===== src/hdl/alx_pkg.sv =====
// ----------------------------------------------------------------------------
// alx_pkg
// Types, sizes and helper functions of the antialiased line core.
// ----------------------------------------------------------------------------
`default_nettype none

package alx_pkg;

  localparam int SCREEN_WIDTH   = 1024;
  localparam int SCREEN_HEIGHT  = 1024;
  localparam int GRAD_FRAC_BITS = 16;

  localparam int COORD_W = 16;
  localparam int PIX_W   = 13;
  localparam int COLOR_W = 24;
  localparam int SHADE_W = 8;
  localparam int ROW_W   = 15;
  localparam int ACC_W   = GRAD_FRAC_BITS + ROW_W;
  localparam int QUOT_W  = GRAD_FRAC_BITS + 1;
  localparam int GRAD_W  = GRAD_FRAC_BITS + 2;
  localparam int CNT_W   = $clog2(GRAD_FRAC_BITS);

  localparam logic [QUOT_W-1:0]  GRAD_ONE    = QUOT_W'(1) << GRAD_FRAC_BITS;
  localparam logic [COLOR_W-1:0] COLOR_WHITE = 24'hFFFFFF;

  localparam logic FUNC_START = 1'b0;
  localparam logic FUNC_STEP  = 1'b1;

  typedef enum logic [1:0] {
    KIND_START = 2'd0,
    KIND_PAIR  = 2'd1,
    KIND_END   = 2'd2
  } kind_t;

  typedef enum logic [1:0] {
    ST_IDLE,
    ST_DIVIDE,
    ST_LOAD
  } state_t;

  // Q12.4 to integer, halves away from zero.
  function automatic logic signed [PIX_W-1:0] round_q4(input logic signed [COORD_W-1:0] v);
    logic signed [COORD_W:0] ve;
    logic [COORD_W:0]        mag;
    logic [COORD_W+1:0]      sum;
    logic [PIX_W-1:0]        q;
    ve  = {v[COORD_W-1], v};
    mag = ve[COORD_W] ? (COORD_W+1)'(-ve) : (COORD_W+1)'(ve);
    sum = (COORD_W+2)'(mag) + (COORD_W+2)'(8);
    q   = sum[PIX_W+3:4];
    return v[COORD_W-1] ? PIX_W'(-q) : q;
  endfunction

  // floor(255 * part / 2^F)
  function automatic logic [SHADE_W-1:0] shade(input logic [QUOT_W-1:0] part);
    logic [QUOT_W+SHADE_W-1:0] prod;
    prod = {part, 8'b0} - (QUOT_W+SHADE_W)'(part);
    return prod[GRAD_FRAC_BITS+SHADE_W-1:GRAD_FRAC_BITS];
  endfunction

  function automatic logic [COLOR_W-1:0] gray(input logic [SHADE_W-1:0] s);
    return {s, s, s};
  endfunction

endpackage

`default_nettype wire


===== src/hdl/antialiased_line_x_major_core.sv =====
// ----------------------------------------------------------------------------
// antialiased_line_x_major_core
// Wu-style antialiased rasterizer for x-major lines.
// ----------------------------------------------------------------------------
// A start transfer (func 0) is taken and its rounded start pixel is in the
// output register on the next cycle. The gradient rise/run is then formed by
// a restoring divider that yields one quotient bit per cycle, so in_ready
// stays low through the divide and gradient load states; when rise is zero
// or not below run the divide is skipped and only the load state holds it
// low. Each step transfer (func 1) produces a column pair or the end pixel
// in the output register, so steps run one per clock while results are taken;
// the single output register allows a new transfer in the cycle the held
// result leaves. A step while no line is active is taken and yields nothing.
// ----------------------------------------------------------------------------
`default_nettype none

module antialiased_line_x_major_core (
  input  logic                                 clk,
  input  logic                                 rst,
  input  logic                                 in_valid,
  output logic                                 in_ready,
  input  logic                                 func,
  input  logic signed [alx_pkg::COORD_W-1:0]   start_x,
  input  logic signed [alx_pkg::COORD_W-1:0]   start_y,
  input  logic signed [alx_pkg::COORD_W-1:0]   end_x,
  input  logic signed [alx_pkg::COORD_W-1:0]   end_y,
  input  logic        [alx_pkg::COORD_W-1:0]   run_x,
  input  logic        [alx_pkg::COORD_W-1:0]   rise_y,
  output logic                                 out_valid,
  input  logic                                 out_ready,
  output alx_pkg::kind_t                       kind,
  output logic signed [alx_pkg::PIX_W-1:0]     pixel_x,
  output logic signed [alx_pkg::PIX_W-1:0]     upper_y,
  output logic        [alx_pkg::COLOR_W-1:0]   upper_color,
  output logic                                 upper_valid,
  output logic signed [alx_pkg::PIX_W-1:0]     lower_y,
  output logic        [alx_pkg::COLOR_W-1:0]   lower_color,
  output logic                                 lower_valid,
  output logic                                 done_res
);
  import alx_pkg::*;

  state_t                    state, state_next;
  logic                      busy;
  logic signed [PIX_W-1:0]   column;
  logic signed [COORD_W-1:0] stop_x, stop_y, line_y;
  logic                      falling;
  logic signed [ACC_W-1:0]   row_accumulator;
  logic signed [GRAD_W-1:0]  gradient;
  logic [COORD_W-1:0]        divisor, remainder;
  logic [QUOT_W-1:0]         quotient;
  logic [CNT_W-1:0]          count;

  logic                      start_fire, step_fire, result_fire;
  logic                      swap;
  logic signed [COORD_W-1:0] first_x, first_y, last_x, last_y;
  logic signed [PIX_W-1:0]   first_col, first_row, stop_col, stop_row;
  logic                      more;
  logic [GRAD_FRAC_BITS-1:0] frac;
  logic signed [ROW_W-1:0]   row_floor, row, row_below;
  logic [SHADE_W-1:0]        up_shade, lo_shade;
  logic                      col_on, row_on, below_on;
  logic [COORD_W:0]          rem_shift, rem_diff;
  logic                      rem_ge;
  logic signed [GRAD_W-1:0]  grad_mag, grad_val;
  logic signed [ACC_W-1:0]   acc_start;

  assign start_fire  = in_valid && in_ready && (func == FUNC_START);
  assign step_fire   = in_valid && in_ready && (func == FUNC_STEP);
  assign result_fire = start_fire || (step_fire && busy);

  assign swap      = end_x < start_x;
  assign first_x   = swap ? end_x   : start_x;
  assign first_y   = swap ? end_y   : start_y;
  assign last_x    = swap ? start_x : end_x;
  assign last_y    = swap ? start_y : end_y;
  assign first_col = round_q4(first_x);
  assign first_row = round_q4(first_y);
  assign stop_col  = round_q4(stop_x);
  assign stop_row  = round_q4(stop_y);

  assign more      = $signed({column, 4'b0}) < $signed({stop_x[COORD_W-1], stop_x});
  assign frac      = row_accumulator[GRAD_FRAC_BITS-1:0];
  assign row_floor = row_accumulator[ACC_W-1:GRAD_FRAC_BITS];
  assign row       = (row_accumulator[ACC_W-1] && (|frac)) ? row_floor + ROW_W'(1) : row_floor;
  assign row_below = row + ROW_W'(1);
  assign up_shade  = shade(GRAD_ONE - {1'b0, frac});
  assign lo_shade  = shade({1'b0, frac});
  assign col_on    = !column[PIX_W-1] &&
                     ({1'b0, column[PIX_W-2:0]} < PIX_W'(SCREEN_WIDTH));
  assign row_on    = !row[ROW_W-1] && (row < ROW_W'(SCREEN_HEIGHT));
  assign below_on  = !row_below[ROW_W-1] && (row_below < ROW_W'(SCREEN_HEIGHT));

  assign rem_shift = {remainder, 1'b0};
  assign rem_ge    = rem_shift >= {1'b0, divisor};
  assign rem_diff  = rem_shift - {1'b0, divisor};

  assign grad_mag  = GRAD_W'({1'b0, quotient});
  assign grad_val  = falling ? -grad_mag : grad_mag;
  assign acc_start = (ACC_W'(line_y) <<< (GRAD_FRAC_BITS - 4)) + ACC_W'(grad_val);

  always_ff @(posedge clk) begin
    if (rst) begin
      state <= ST_IDLE;
    end else begin
      state <= state_next;
    end
  end

  always_comb begin
    state_next = state;
    in_ready   = 1'b0;
    unique case (state)
      ST_IDLE: begin
        in_ready = !out_valid || out_ready;
        if (in_valid && in_ready && (func == FUNC_START)) begin
          state_next = ((rise_y == '0) || (rise_y >= run_x)) ? ST_LOAD : ST_DIVIDE;
        end
      end
      ST_DIVIDE: begin
        if (count == '0) begin
          state_next = ST_LOAD;
        end
      end
      ST_LOAD: begin
        state_next = ST_IDLE;
      end
      default: begin
        state_next = ST_IDLE;
      end
    endcase
  end

  // line state
  always_ff @(posedge clk) begin
    if (rst) begin
      busy            <= 1'b0;
      column          <= '0;
      stop_x          <= '0;
      stop_y          <= '0;
      row_accumulator <= '0;
      gradient        <= '0;
      out_valid       <= 1'b0;
    end else begin
      if (result_fire) begin
        out_valid <= 1'b1;
      end else if (out_ready) begin
        out_valid <= 1'b0;
      end
      if (start_fire) begin
        busy   <= 1'b1;
        stop_x <= last_x;
        stop_y <= last_y;
        column <= first_col + PIX_W'(1);
      end else if (step_fire && busy) begin
        if (more) begin
          row_accumulator <= row_accumulator + ACC_W'(gradient);
          column          <= column + PIX_W'(1);
        end else begin
          busy <= 1'b0;
        end
      end
      if (state == ST_LOAD) begin
        gradient        <= grad_val;
        row_accumulator <= acc_start;
      end
    end
  end

  // divider
  always_ff @(posedge clk) begin
    if (start_fire) begin
      line_y    <= first_y;
      falling   <= last_y < first_y;
      divisor   <= run_x;
      remainder <= rise_y;
      count     <= CNT_W'(GRAD_FRAC_BITS - 1);
      if (rise_y == '0) begin
        quotient <= '0;
      end else if (rise_y >= run_x) begin
        quotient <= GRAD_ONE;
      end else begin
        quotient <= '0;
      end
    end else if (state == ST_DIVIDE) begin
      remainder <= rem_ge ? rem_diff[COORD_W-1:0] : rem_shift[COORD_W-1:0];
      quotient  <= {quotient[QUOT_W-2:0], rem_ge};
      count     <= count - CNT_W'(1);
    end
  end

  // output register
  always_ff @(posedge clk) begin
    if (start_fire) begin
      kind        <= KIND_START;
      pixel_x     <= first_col;
      upper_y     <= first_row;
      upper_color <= COLOR_WHITE;
      upper_valid <= 1'b1;
      lower_y     <= '0;
      lower_color <= '0;
      lower_valid <= 1'b0;
      done_res    <= 1'b0;
    end else if (step_fire && busy) begin
      if (more) begin
        kind        <= KIND_PAIR;
        pixel_x     <= column;
        upper_y     <= row[PIX_W-1:0];
        upper_color <= gray(up_shade);
        upper_valid <= col_on && row_on;
        lower_y     <= row_below[PIX_W-1:0];
        lower_color <= gray(lo_shade);
        lower_valid <= col_on && below_on;
        done_res    <= 1'b0;
      end else begin
        kind        <= KIND_END;
        pixel_x     <= stop_col;
        upper_y     <= stop_row;
        upper_color <= COLOR_WHITE;
        upper_valid <= 1'b1;
        lower_y     <= '0;
        lower_color <= '0;
        lower_valid <= 1'b0;
        done_res    <= 1'b1;
      end
    end
  end

endmodule

`default_nettype wire


===== config.mk =====
export PLATFORM = sky130hd
export DESIGN_NAME = antialiased_line_x_major_core
export DESIGN_NICKNAME = d
export VERILOG_FILES = /design/src/hdl/alx_pkg.sv /design/src/hdl/antialiased_line_x_major_core.sv
export SDC_FILE = /design/constraint.sdc
export NUM_CORES = 1
export LEC_CHECK = 0
export BUFFER_PORTS_ARGS = -buffer_cell sky130_fd_sc_hd__buf_4
export CAP_MARGIN = 5
export CORE_AREA = 10 10 202 204
export CTS_BUF_LIST = sky130_fd_sc_hd__clkbuf_4 sky130_fd_sc_hd__clkbuf_8
export CTS_CLUSTER_SIZE = 30
export DETAILED_ROUTE_END_ITERATION = 16
export DIE_AREA = 0 0 212 214
export PLACE_DENSITY = 0.79
export SYNTH_ARGS = -nofsm -noshare
export SYNTH_HDL_FRONTEND = slang
export SYNTH_SLANG_ARGS = --single-unit

===== constraint.sdc =====
create_clock -name clk -period 6.6 [get_ports clk]
set_input_delay 0.66 -clock clk [delete_from_list [all_inputs] [get_ports clk]]
set_output_delay 0.66 -clock clk [all_outputs]
set_load 0.02 [all_outputs]

==> metrics.cfg, run 1 <==
[clock_network]
cts_max_path_buffers=3
cts.sinks=227
root_buffer=clkbuf_8
htreeDepth=2
post_cts.repair.setup_buffers=0
path_clk_slew_ns=0.06
post_cts_resized=0
cts_buffers=39
hold_buffers=0
insertion_delay_ns=0.55
cts_tree=yes

[critical_path]
cp_num_buf_inv=5
r2r-start=quotient[0]
cpMostUsedCell=inv_1
slowest_delay_ns=0.54
critPathSlowestCell=or4_1
worstSetupStartpointType=input pin
path_max_fanout=26
crit_chain=buf_4 > inv_1 > ha_1 > nand4_2 > nor3_2 > or4b_1 > a31oi_4 > buf_4 > mux2i_1 > a21oi_1 > xor2_1 > ha_1 > inv_1 > maj3_1 > mux2i_1 > o21ai_0 > nand2_1 > xnor2_1 > a32o_1 > nand4_1 > inv_1 > a2111oi_0 > or4_1
cp_top_family=simple AND/OR/NAND/NOR gates
cp.required_ns=6.88
r2r_slack_ns=1.38
timing.critical_path.from=start_x[15]
crit_path_end_kind=flop
worstPathArrival_ns=5.98
path_class=in2reg

[worst_hold_path]
min_path_type=in2reg
hp-start=run_x[6]

[run]
maxCapViolCount=0

[synthesis]
synthCells=2590
async_flop_share_pct=0
syn-num-nets=2831
synth_edf_count=92
synth.area.top_cells=edfxtp_1 13%, dfxtp_1 13%, ha_1 8.3%
ys_warn_count=0
yosysUniqueCellTypes=98
ys_ff_latch=227
syn_area_um2=20800
ys_seq_area_share_pct=26.3
postSynthAreaPerCell_um2=8.01
synth_top_area_cell=edfxtp_1
synth-main-ff-cell=dfxtp_1
synth_top_area_share_pct=13.3

[grt]
grt_pass1_wl_mm=90.4
antenna_found_initial=2
grt_pass1_vias=18300
track_usage_pct=23.4
gr-total-overflow=0
grt_max_degree=97

[power_and_ir_drop]
clockPowerShare_pct=23.0
pwr-share-comb_pct=45.2
p_per_area_nw_per_um2=246
p_leak_uw=0.00959
ir_drop_mv=0.127
p_int_uw=3450
p_sw_share_pct=39.1
p_switching_uw=2210
power.sequential.fraction_pct=31.8

[placement]
gp_congestion=0.892
io_buffers=194
dp_hpwl_mm=41.5

[sta]
worst_pin_slew_ns=1.18
max_freq_ghz=0.175
slew_headroom_pct=21.1
rsz0062_at_grt=false
finalSetupTns_ns=0
min_period_ns=5.71
period_share_pct=86.5
setup_violations=0
fin_skew_ns=0.0246
final_max_slew_viol_count=0
hold_viol=0
holdWs_ns=0.301

[route]
routed_wl_mm=54.7
drt-pass1-iter-count=5
drc_errors=0
vias_per_cell=5.98
num_vias=19000
wl_per_cell_um=17.2
drt_iter0_drc=1290
final_antenna_net_count=0

[floorplanning]
start_util_pct=56.0
ios=195
die_w_um=212
core_area_um2=37000
die_h_um=214
rows=71
dieArea_um2=45400

[layout]
syn2layout_area_growth_pct=10.6
final_nets=2914
drive_gt1_share_pct=13.1

[run_status]
status=finished clean

==> power by group through the flow <==
stage	Combinational [µW]	Sequential, µW	Clock, µW
finish	2560	1800	1300
detailed placement	2530	1830	0
global route	2840	1820	1390
global placement	2470	1820	0
floorplan	1920	1820	0
CTS	2550	1800	1340
==> placed cells by master, fill, tap and decap left out, types with 80 or more instances in the layout <==
cell      count
xnor2_1     177
xor2_1       84
a21oi_1     150
nor2_1      234
buf_4       216
nand2_1     235
inv_1       151
mux2i_1      80
dfxtp_1     135
ha_1        137
o21ai_0     149
edfxtp_1     92
==> kinds of logic (layout without fill, tap and decap cells) <==
| kind of cell | count (synthesis) | after routing | synth area share [%] |
|---|---|---|---|
| AND/OR/NAND/NOR | 846 | 846 | 19.9 |
| adder cells (fa/ha/maj) | 153 | 153 | 9.18 |
| buffers and inverters | 331 | 441 | 7.00 |
| XOR/XNOR | 263 | 263 | 11.2 |
| AO/OA/AOI/OAI | 671 | 671 | 21.5 |
| flip-flops | 227 | 227 | 26.3 |
| other | 0 | 2 | 0 |
| multiplexers | 99 | 99 | 4.93 |
==> metrics by stage <==
| step | total power (µW) | util (%) | setup WS, ns | std cells | cell area (µm²) |
|---|---|---|---|---|---|
| finish | 5660 | 62.0 | 0.893 | 3176 | 23000 |
| floorplan | 3740 | - | 0.0209 | 2590 | 20800 |
| detailed placement | 4360 | 59.9 | 0.365 | 3106 | 22200 |
| CTS | 5690 | 62.0 | 0.948 | 3174 | 23000 |
| global route | 6050 | 62.0 | 0.417 | 3175 | 23000 |
| global placement | 4280 | 59.9 | 0.522 | 3106 | 22200 |
==> synthesized netlist by cell type (all sizes together), types with 84 or more instances <==
cell,instances
xor2,84
o21ai,157
inv,153
nand2,237
clkbuf,115
dfxtp,135
a21oi,150
edfxtp,92
nor2,234
xnor2,178
ha,137
mux2i,85
==> metal layers <==
| layer | global-route usage [%] | wire, µm | part of all wire, % |
|---|---|---|---|
| met1 | 29.5 | 23900 | 44 |
| met2 | 39.5 | 26000 | 47 |
| met3 | 3.65 | 3200 | 5.9 |
| met4 | 8.37 | 1710 | 3.1 |
| met5 | 0 | 0 | 0 |
==> area by class of cell <==
type | count | area (µm²)
sequential | 227 | 5470
clock inverter | 5 | 23.8
inverter | 157 | 592
timing repair buffer | 216 | 1620
antenna | 2 | 5.00
multi-input combinational | 2032 | 13900
tap | 474 | 593
clock buffer | 63 | 761
fill | 3267 | 14100
==> path summary, 6_finish.rpt <==
path | cells past startpoint | to
worst min register to register | 2 | gradient[5]
worst min-delay path | 1 | divisor[6]
worst max-delay path | 23 | upper_y[10]
worst max register to register | 24 | row_accumulator[29]
==> flip-flops by register name, indices dropped and copies added (netlist names), 2 cells and up <==
name / flops
line_y: 16
count: 4
upper_color: 8
stop_x: 16
state: 2
upper_y: 13
pixel_x: 13
column: 13
stop_y: 16
divisor: 16
gradient: 18
quotient: 17
lower_color: 8
remainder: 16
row_accumulator: 31
lower_y: 13
kind: 2
No activity file was read; power rests on OpenSTA's default activity.
==> inputs of run 2 (changes only) <==
--- a/config.mk
+++ b/config.mk
@@ -7,12 +7,13 @@
 export LEC_CHECK = 0
 export BUFFER_PORTS_ARGS = -buffer_cell sky130_fd_sc_hd__buf_4
 export CAP_MARGIN = 5
-export CORE_AREA = 10 10 202 204
+export CORE_AREA = 10 10 182 227
 export CTS_BUF_LIST = sky130_fd_sc_hd__clkbuf_4 sky130_fd_sc_hd__clkbuf_8
 export CTS_CLUSTER_SIZE = 30
 export DETAILED_ROUTE_END_ITERATION = 16
-export DIE_AREA = 0 0 212 214
-export PLACE_DENSITY = 0.79
+export DIE_AREA = 0 0 192 237
+export PLACE_DENSITY = 0.78
 export SYNTH_ARGS = -nofsm -noshare
 export SYNTH_HDL_FRONTEND = slang
 export SYNTH_SLANG_ARGS = --single-unit
+export TNS_END_PERCENT = 10
==> metrics.cfg, run 2 (synthesis gave the netlist of run 1 again) <==
[sta]
slew_headroom_pct=23.0
period_share_pct=84.5
finalSetupTns_ns=0
fin_skew_ns=0.0272
worst_pin_slew_ns=1.16
max_freq_ghz=0.179
rsz0062_at_grt=false
setup_violations=0
hold_viol=0
final_max_slew_viol_count=0
min_period_ns=5.58

[grt]
gr-total-overflow=0
grt_pass1_wl_mm=91.8
grt_max_degree=82
antenna_found_initial=1
grt_pass1_vias=18900
track_usage_pct=23.9

[clock_network]
cts_buffers=40
post_cts_resized=0
insertion_delay_ns=0.60
cts_max_path_buffers=3
hold_buffers=0
cts.sinks=227
post_cts.repair.setup_buffers=0
path_clk_slew_ns=0.07
root_buffer=clkbuf_8
cts_tree=yes
htreeDepth=2

[route]
drc_errors=0
routed_wl_mm=56.3
final_antenna_net_count=0
vias_per_cell=5.98
drt-pass1-iter-count=5
wl_per_cell_um=17.6
num_vias=19100
drt_iter0_drc=1384

[placement]
dp_hpwl_mm=43.0
io_buffers=194
gp_congestion=0.897

[power_and_ir_drop]
p_leak_uw=0.00965
ir_drop_mv=0.120
p_per_area_nw_per_um2=249

[critical_path]
slowest_delay_ns=0.52
timing.critical_path.from=start_x[15]
crit_chain=buf_4 > inv_1 > ha_1 > nand4_2 > nor3_2 > or4b_1 > a31oi_4 > buf_4 > mux2i_1 > clkinv_1 > nor3_1 > o21ai_1 > a211oi_2 > nand2_1 > xnor2_2 > xor2_1 > or3_1 > a21oi_1 > or4_1
worstSetupStartpointType=input pin
cpMostUsedCell=buf_4
critPathSlowestCell=or4b_1
cp.required_ns=6.93
r2r-start=quotient[0]
crit_path_end_kind=flop
path_max_fanout=16
path_class=in2reg
worstPathArrival_ns=5.91

[floorplanning]
start_util_pct=56.3
rows=79
die_h_um=237
dieArea_um2=45500
core_area_um2=36900
die_w_um=192
ios=195

[layout]
syn2layout_area_growth_pct=11.1
drive_gt1_share_pct=13.4
final_nets=2921
final_cell_mix=235 x nand2_1, 234 x nor2_1, 222 x buf_4
final_util_pct=62.5
largest_register_ffs=31
reg_top3=row_accumulator x31, gradient x18, quotient x17
layout_commonest_cell=nand2_1
largest_register=row_accumulator

[run_status]
status=finished clean

[run]
maxCapViolCount=0

[worst_hold_path]
hp-start=run_x[9]
min_path_type=in2reg

run 2: cell types whose count changed in the layout (fill, tap and decap cells not counted), sizes merged:
cell	before	now
buf	216	222
bufinv	0	1
clkbuf	63	54
clkinv	9	22
clkinvlp	1	2
diode	2	1
run 2: layer usage:
| metal | global-route usage (%) | wire, µm | vias up |
|---|---|---|---|
| met5 | 0 | 0 | - |
| met4 | 10.3 | 2150 | 0 |
| met3 | 3.44 | 2470 | 128 |
| met2 | 42.8 | 28500 | 526 |
| met1 | 27.7 | 23200 | 9050 |
| li1 | - | - | 9440 |
run 2: path summary, 6_finish.rpt:
check | endpoint | slack [ns] | cells after the start
max | upper_y[10] | 1.02 | 19
min | divisor[9] | 0.27 | 1
max reg2reg | row_accumulator[29] | 1.44 | 25
min reg2reg | lower_y[10] | 0.46 | 2
run 2: area by class of cell:
cell class                      count  area (µm²)
Clock inverter                     20         125
Fill cell                        3220       13800
Clock buffer                       54         699
Multi-Input combinational cell   2032       13900
Sequential cell                   227        5470
Timing Repair Buffer              222        1670
Inverter                          157         592
Tap cell                          486         608
Antenna cell                        1        2.50
run 2: where the power goes:
part / total, µW / switching, µW / internal [µW]
combinational: 2570 / 1500 / 1070
clock: 1360 / 630 / 733
sequential: 1800 / 149 / 1650
total: 5730 / 2280 / 3450
run 2: critical path: cells and delay by family:
| family | cells | cell delay, ns |
|---|---|---|
| buffers and inverters | 4 | 0.89 |
| AND/OR/NAND/NOR | 7 | 1.96 |
| XOR/XNOR | 2 | 0.51 |
| multiplexers | 1 | 0.44 |
| AO/OA/AOI/OAI | 4 | 1.04 |
| adder cells (fa/ha/maj) | 1 | 0.39 |
run 2: stage by stage:
step	hold slack, ns	cells	setup WS [ns]	cell area (µm²)	power (µW)
floorplan	0.440	2590	0.0209	20800	3740
global placement	0.432	3124	0.663	22200	4300
detailed placement	0.440	3124	0.438	22200	4380
CTS	0.245	3198	1.07	23100	5740
global route	0.237	3199	0.674	23100	6100
finish	0.266	3199	1.02	23100	5730
